==> config.mk <==
export PLATFORM = sky130hd
export DESIGN_NAME = rlsr_ctrl
export DESIGN_NICKNAME = d
export VERILOG_FILES = /design/src/sv/rgb_led_strip_refresher_defines.svh /design/src/sv/rlsr_pkg.sv /design/src/sv/rlsr_ctrl.sv
export SDC_FILE = /design/constraint.sdc
export NUM_CORES = 1
export LEC_CHECK = 0
export ABC_AREA = 1
export BUFFER_PORTS_ARGS = -buffer_cell sky130_fd_sc_hd__buf_2
export CORE_MARGIN = 1
export CORE_UTILIZATION = 40
export CTS_BUF_LIST = sky130_fd_sc_hd__clkbuf_4 sky130_fd_sc_hd__clkbuf_8
export CTS_CLUSTER_DIAMETER = 60
export DETAILED_ROUTE_END_ITERATION = 16
export PLACE_DENSITY = 0.74
export SLEW_MARGIN = 20
export SYNTH_ARGS = -nofsm -noshare
export SYNTH_HDL_FRONTEND = slang
export SYNTH_SLANG_ARGS = --single-unit
==> constraint.sdc <==
create_clock -name clock -period 4.1 [get_ports clock]
set_input_delay 0.615 -clock clock [delete_from_list [all_inputs] [get_ports clock]]
set_output_delay 0.615 -clock clock [all_outputs]
set_load 0.01 [all_outputs]
==> src/sv/rgb_led_strip_refresher_defines.svh <==
// Assertion helpers for the top-level file, which carries the concurrent checks.
// Both forms sample on the rising edge of clock and are disabled in reset.
`ifndef RGB_LED_STRIP_REFRESHER_DEFINES_SVH
`define RGB_LED_STRIP_REFRESHER_DEFINES_SVH

// Consequent must hold in the same cycle as the antecedent.
`define RLSR_ASSERT_SAME(label, ante, cons) \
   label: assert property (@(posedge clock) disable iff (reset) (ante) |-> (cons)) \
      else $error("rlsr check failed in the same cycle");

// Consequent must hold in the cycle after the antecedent.
`define RLSR_ASSERT_NEXT(label, ante, cons) \
   label: assert property (@(posedge clock) disable iff (reset) (ante) |=> (cons)) \
      else $error("rlsr check failed one cycle later");

`endif

==> src/sv/rlsr_pkg.sv <==
package rlsr_pkg;

   localparam int WORD_W     = 24;
   localparam int PIXEL_BITS = 24;

   localparam logic [7:0]  ONE_HIGH_RST   = 8'd16;
   localparam logic [7:0]  ZERO_HIGH_RST  = 8'd8;
   localparam logic [7:0]  BIT_PERIOD_RST = 8'd25;
   localparam logic [15:0] LATCH_RST      = 16'd1000;
   localparam logic [23:0] LEAD_RST       = 24'd0;
   localparam logic [8:0]  LED_COUNT_RST  = 9'd256;

   typedef enum logic [1:0] {
      ACT_TICK    = 2'd0,
      ACT_FILL    = 2'd1,
      ACT_REFRESH = 2'd2
   } action_type;

   typedef enum logic [2:0] {
      CSR_ONE_HIGH   = 3'd0,
      CSR_ZERO_HIGH  = 3'd1,
      CSR_BIT_PERIOD = 3'd2,
      CSR_LATCH      = 3'd3,
      CSR_LEAD_WORD  = 3'd4,
      CSR_LED_COUNT  = 3'd5
   } csr_index_type;

   // Commands from the controller to the datapath.
   typedef struct packed {
      logic start;       // refresh accepted: load the lead word, clear counters
      logic fill_start;  // fill accepted: load the write range and color
      logic tick_send;   // tick accepted during a frame
      logic tick_latch;  // tick accepted during the latch gap
      logic wr_step;     // write one store entry (clear pass or fill)
   } cmd_type;

   // Status from the datapath to the controller.
   typedef struct packed {
      logic level;       // line level for the current tick while sending
      logic frame_end;   // this tick ends the last bit of the last word
      logic latch_done;  // this tick ends the latch gap
      logic wr_last;     // the write pointer is at the last entry of its range
   } status_type;

endpackage

==> src/sv/rlsr_ctrl.sv <==
module rlsr_ctrl
   import rlsr_pkg::*;
(
   input  logic        clock,
   input  logic        reset,
   input  logic        req_valid,
   output logic        req_stall,
   input  logic [1:0]  req_action,
   output logic        rsp_valid,
   input  logic        rsp_stall,
   output logic        rsp_data_line,
   output logic        rsp_busy_res,
   input  status_type  status,
   output cmd_type     cmd
);

   typedef enum logic [4:0] {
      ST_CLEAR = 5'b00001,
      ST_IDLE  = 5'b00010,
      ST_FILL  = 5'b00100,
      ST_SEND  = 5'b01000,
      ST_LATCH = 5'b10000
   } state_type;

   state_type state_ff, state_in;
   logic      rsp_valid_ff, rsp_valid_in;
   logic      rsp_line_ff,  rsp_line_in;
   logic      rsp_busy_ff,  rsp_busy_in;
   logic      out_free;
   logic      take;
   logic      in_frame;

   assign out_free  = !rsp_valid_ff || !rsp_stall;
   assign in_frame  = (state_ff == ST_SEND) || (state_ff == ST_LATCH);
   assign req_stall = !((state_ff == ST_IDLE) || in_frame) || !out_free;
   assign take      = req_valid && !req_stall;

   always_comb begin
      state_in = state_ff;
      cmd      = '0;
      case (state_ff)
         ST_CLEAR, ST_FILL: begin
            cmd.wr_step = 1'b1;
            if (status.wr_last) begin
               state_in = ST_IDLE;
            end
         end
         ST_IDLE: begin
            if (take) begin
               case (req_action)
                  ACT_FILL: begin
                     cmd.fill_start = 1'b1;
                     state_in       = ST_FILL;
                  end
                  ACT_REFRESH: begin
                     cmd.start = 1'b1;
                     state_in  = ST_SEND;
                  end
                  default: ;
               endcase
            end
         end
         ST_SEND: begin
            if (take && (req_action == ACT_TICK)) begin
               cmd.tick_send = 1'b1;
               if (status.frame_end) begin
                  state_in = ST_LATCH;
               end
            end
         end
         ST_LATCH: begin
            if (take && (req_action == ACT_TICK)) begin
               cmd.tick_latch = 1'b1;
               if (status.latch_done) begin
                  state_in = ST_IDLE;
               end
            end
         end
         default: state_in = ST_IDLE;
      endcase
   end

   always_comb begin
      rsp_valid_in = rsp_valid_ff;
      rsp_line_in  = rsp_line_ff;
      rsp_busy_in  = rsp_busy_ff;
      if (take) begin
         rsp_valid_in = 1'b1;
         rsp_line_in  = (state_ff == ST_SEND) && status.level;
         rsp_busy_in  = in_frame || (req_action == ACT_REFRESH);
      end else if (!rsp_stall) begin
         rsp_valid_in = 1'b0;
      end
   end

   always_ff @(posedge clock) begin
      if (reset) begin
         state_ff     <= ST_CLEAR;
         rsp_valid_ff <= 1'b0;
      end else begin
         state_ff     <= state_in;
         rsp_valid_ff <= rsp_valid_in;
      end
      rsp_line_ff <= rsp_line_in;
      rsp_busy_ff <= rsp_busy_in;
   end

   assign rsp_valid     = rsp_valid_ff;
   assign rsp_data_line = rsp_line_ff;
   assign rsp_busy_res  = rsp_busy_ff;

endmodule
After elaboration in Yosys (flattened, before gate mapping)

Cells that the tools add are included.

Logic and storage cells: 53
Flip-flop bits (word level): 8

Reductions and logical operators: 16
Mux-type cells: 18
Equal/unequal tests: 15

Operator list:

| kind                                                            | count |
|---|---|
| 5-bit 2-to-1 mux                                                | 6 |
| 5-bit one-hot mux with 4 select lines                           | 1 |
| 2-bit != test, second input constant                            | 5 |
| 5-bit one-hot mux with 2 select lines                           | 1 |
| 1-bit 2-to-1 mux                                                | 8 |
| 7-bit AND reduction                                             | 1 |
| 5-bit by 1-bit == test with 1-bit output, second input constant | 1 |
| 5-bit by 2-bit == test with 1-bit output, second input constant | 1 |
| 5-bit by 3-bit == test with 1-bit output, second input constant | 1 |
| 5-bit by 4-bit == test with 1-bit output, second input constant | 1 |
| 5-bit == test, second input constant                            | 1 |
| 1-bit logical NOT                                               | 5 |
| 1-bit logical OR                                                | 5 |
| 2-bit 2-to-1 mux                                                | 2 |
| 2-bit by 1-bit != test with 1-bit output, second input constant | 2 |
| 1-bit logical AND                                               | 3 |
| 3-bit by 1-bit != test with 1-bit output, second input constant | 1 |
| 2-bit by 1-bit == test with 1-bit output, second input constant | 1 |
| 2-bit == test, second input constant                            | 1 |
| 2-bit logical NOT                                               | 1 |
| 2-bit OR reduction                                              | 1 |

Longest topological paths before layout

Depth in word-level cells: 10
Depth in mapped cells: 11

Worst setup path before layout

No wires, ideal clock.

Path type: in2out
Start: in rsp_stall
End: out cmd[3] in the netlist's numbering
Buffers on the path: 0
Slack: 2.253 ns
Cell stages on the path: 3
Arrival time: 1.232 ns
Path through: nand2_1 nand3_2 nor4_1

RTL lines:

| item            | RTL line        | text |
|---|---|---|
| start, declared | rlsr_ctrl.sv:10 | `input logic rsp_stall,` |
| end, declared   | rlsr_ctrl.sv:14 | `output cmd_type cmd` |

==> impl_metrics.toml <==
[logic_synthesis]
ys_types = 20
synthesis.nets = 88
synth-seq-cells = 8
synthCells = 78
syn_area_per_cell_sq_um = 6.96
yosysSeqAreaShare_pct = 33.2
yosysWarnings = 0
synth_area_sq_um = 543

[worst_setup_path]
cp_max_fo = 6
r2r_cells = 10
reg2reg_setup_slack_ns = 2.63
timing.rr.start = "state_ff[2]"
r2r_end = "state_ff[3]"
cp-end-kind = "output pin"
crit_required_ns = 3.48
worstSetupStartpointType = "register"
arrival_ns = 1.57
crit_type = "reg2out"

[place]
routabilityCongestion = 0.813
io_buffers = 18
hpwl_um = 881

[route]
detail-route-antenna-nets = 0
drtIter0Drc = 20
wl_per_cell_um = 9.56
vias = 538
routed_via_density = 4.72
wl_um = 1090
dr.pass1.iters = 4
drc = 0

[clock_tree]
cts_root_buffer = "clkbuf_4"
numCtsBuffers = 3
cts_hold_buf = 0
path_clk_slew_ns = 0.05
cts_sinks = 8
cts_resized = 0
post_cts_buffers = 0
clock_path_buffers = 2
tritoncts = "built"
insertion_delay_ns = 0.27
htreeDepth = 1

[power_and_ir_drop]
ir_worst_vdd_uv = 300
p_leak_uw = 0.000367
powerDensity_nw_per_um2 = 621

[timing]
timing.slew.headroom_pct = 82.5
fmax_ghz = 0.458
final-hold-violation-count = 0
worst_pin_slew_ns = 0.261
min_period_ns = 2.18
setup_viol = 0
skew_ns = 0.0128
period_share_pct = 53.2
setup_tns_ns = 0
drv_slew = 0
rsz0062_at_grt = "false"

[worst_hold_path]
min_path_type = "reg2reg"
min_from = "state_ff[0]"
whs_path_depth = 2
hold_end = "state_ff[0]"

[floorplan]
rows = 12
die_height_um = 38.8
top_level_ports = 19
die_area_sq_um = 1510
start_util_pct = 45.8
die-width_um = 38.8
core_area_sq_um = 1190

[final_layout]
final_common_cell = "buf_2"
area_growth_syn_to_layout_pct = 25.3
antenna_cells = 0
fin_util_pct = 57.4
final_layout_size_suffix_gt1_share_pct = 39.0
n_fill_cell = 128
layout.nets = 111
final_cell_mix = "buf_2, nor2_1, nand2_1"

[job]
drv_cap = 0

[grt]
grt_overflow = 0
grt_pass1_wl_um = 1790
antenna_found_initial = 0
track_usage_pct = 18.5
grt_max_degree = 7
grt_pass1_vias = 446

[run_status]
status = "completed"
-- worst max-delay path, stage by stage (launching register included) --
cell and delay, ns:
dfxtp_1 0.35, nor2_2 0.18, nand3_2 0.17, nand3_2 0.14
nand3_2 0.12, nor4_1 0.18, buf_2 0.17
-- cell type report --
cell class / instances / area (sq um) / area share [%]
multi-input cells: 56 / 308 / 45.2
inverters: 14 / 55.1 / 8.09
clock buffers: 4 / 30.0 / 4.41
flip-flops and latches: 8 / 180 / 26.5
repair buffers: 18 / 90.1 / 13.2
well taps: 14 / 17.5 / 2.57
-- Yosys cell counts --
cell,n,area [sq um]
nand2_1,13,48.8
a21oi_1,1,5.00
xor2_1,1,8.76
nand4_1,2,12.5
nand2_2,3,18.8
nor3_1,2,10.0
or2_2,1,6.26
nand4_2,1,12.5
and2_1,1,6.26
nor2_1,15,56.3
nor4_1,1,6.26
clkinv_2,2,10.0
nand3_4,1,17.5
a21oi_2,1,8.76
nand3_1,5,25.0
edfxtp_1,2,60.1
inv_1,12,45.0
nor2_2,4,25.0
dfxtp_1,6,120
nand3_2,4,40.0
-- registers in the layout, summed over array words and instances (netlist names) --
| register | flops |
|---|---|
| rsp_busy_res | 1 |
| rsp_data_line | 1 |
| rsp_valid | 1 |
| state_ff | 5 |
-- power by group --
group	internal, uW	switching (uW)
sequential	104	22.4
combinational	85.5	137
clock	44.0	29.7
total	234	189
-- worst max path at each step --
stage	slack [ns]	endpoint	from	cells after the start
floorplan	2.25	cmd[3]	rsp_stall	3
global placement	2.14	cmd[2]	rsp_stall	5
detailed placement	2.14	cmd[3]	rsp_stall	5
CTS	1.91	cmd[3]	state_ff[0]	6
global route	1.67	cmd[3]	state_ff[0]	6
finish	1.92	cmd[3]	state_ff[2]	6
-- routing by layer --
metal | global-route usage [%] | up-vias | wire [um]
met2 | 30.4 | 14 | 507
met3 | 8.67 | 2 | 70
met5 | 0 | - | 0
li1 | - | 290 | -
met1 | 19.2 | 232 | 500
met4 | 10.3 | 0 | 11
-- per-stage QoR --
| step | power (uW) | instance area [sq um] | std cells | hold slack, ns | worst slack, ns |
|---|---|---|---|---|---|
| 6_report | 423 | 681 | 114 | 0.506 | 1.92 |
| 5_1_grt | 461 | 681 | 114 | 0.536 | 1.67 |
| 4_1_cts | 427 | 681 | 114 | 0.510 | 1.91 |
| 3_5_place_dp | 351 | 651 | 110 | 0.503 | 2.14 |
| 3_3_place_gp | 346 | 651 | 110 | 0.504 | 2.14 |
| 2_1_floorplan | 301 | 543 | 78 | 0.474 | 2.25 |
-- cell families after synthesis --
family,synth area share [%]
buffers and inverters,10.1
XOR/XNOR,1.61
AO/OA/AOI/OAI,2.53
flip-flops,33.2
AND/OR/NAND/NOR,52.5
(Power assumes the default switching activity.)
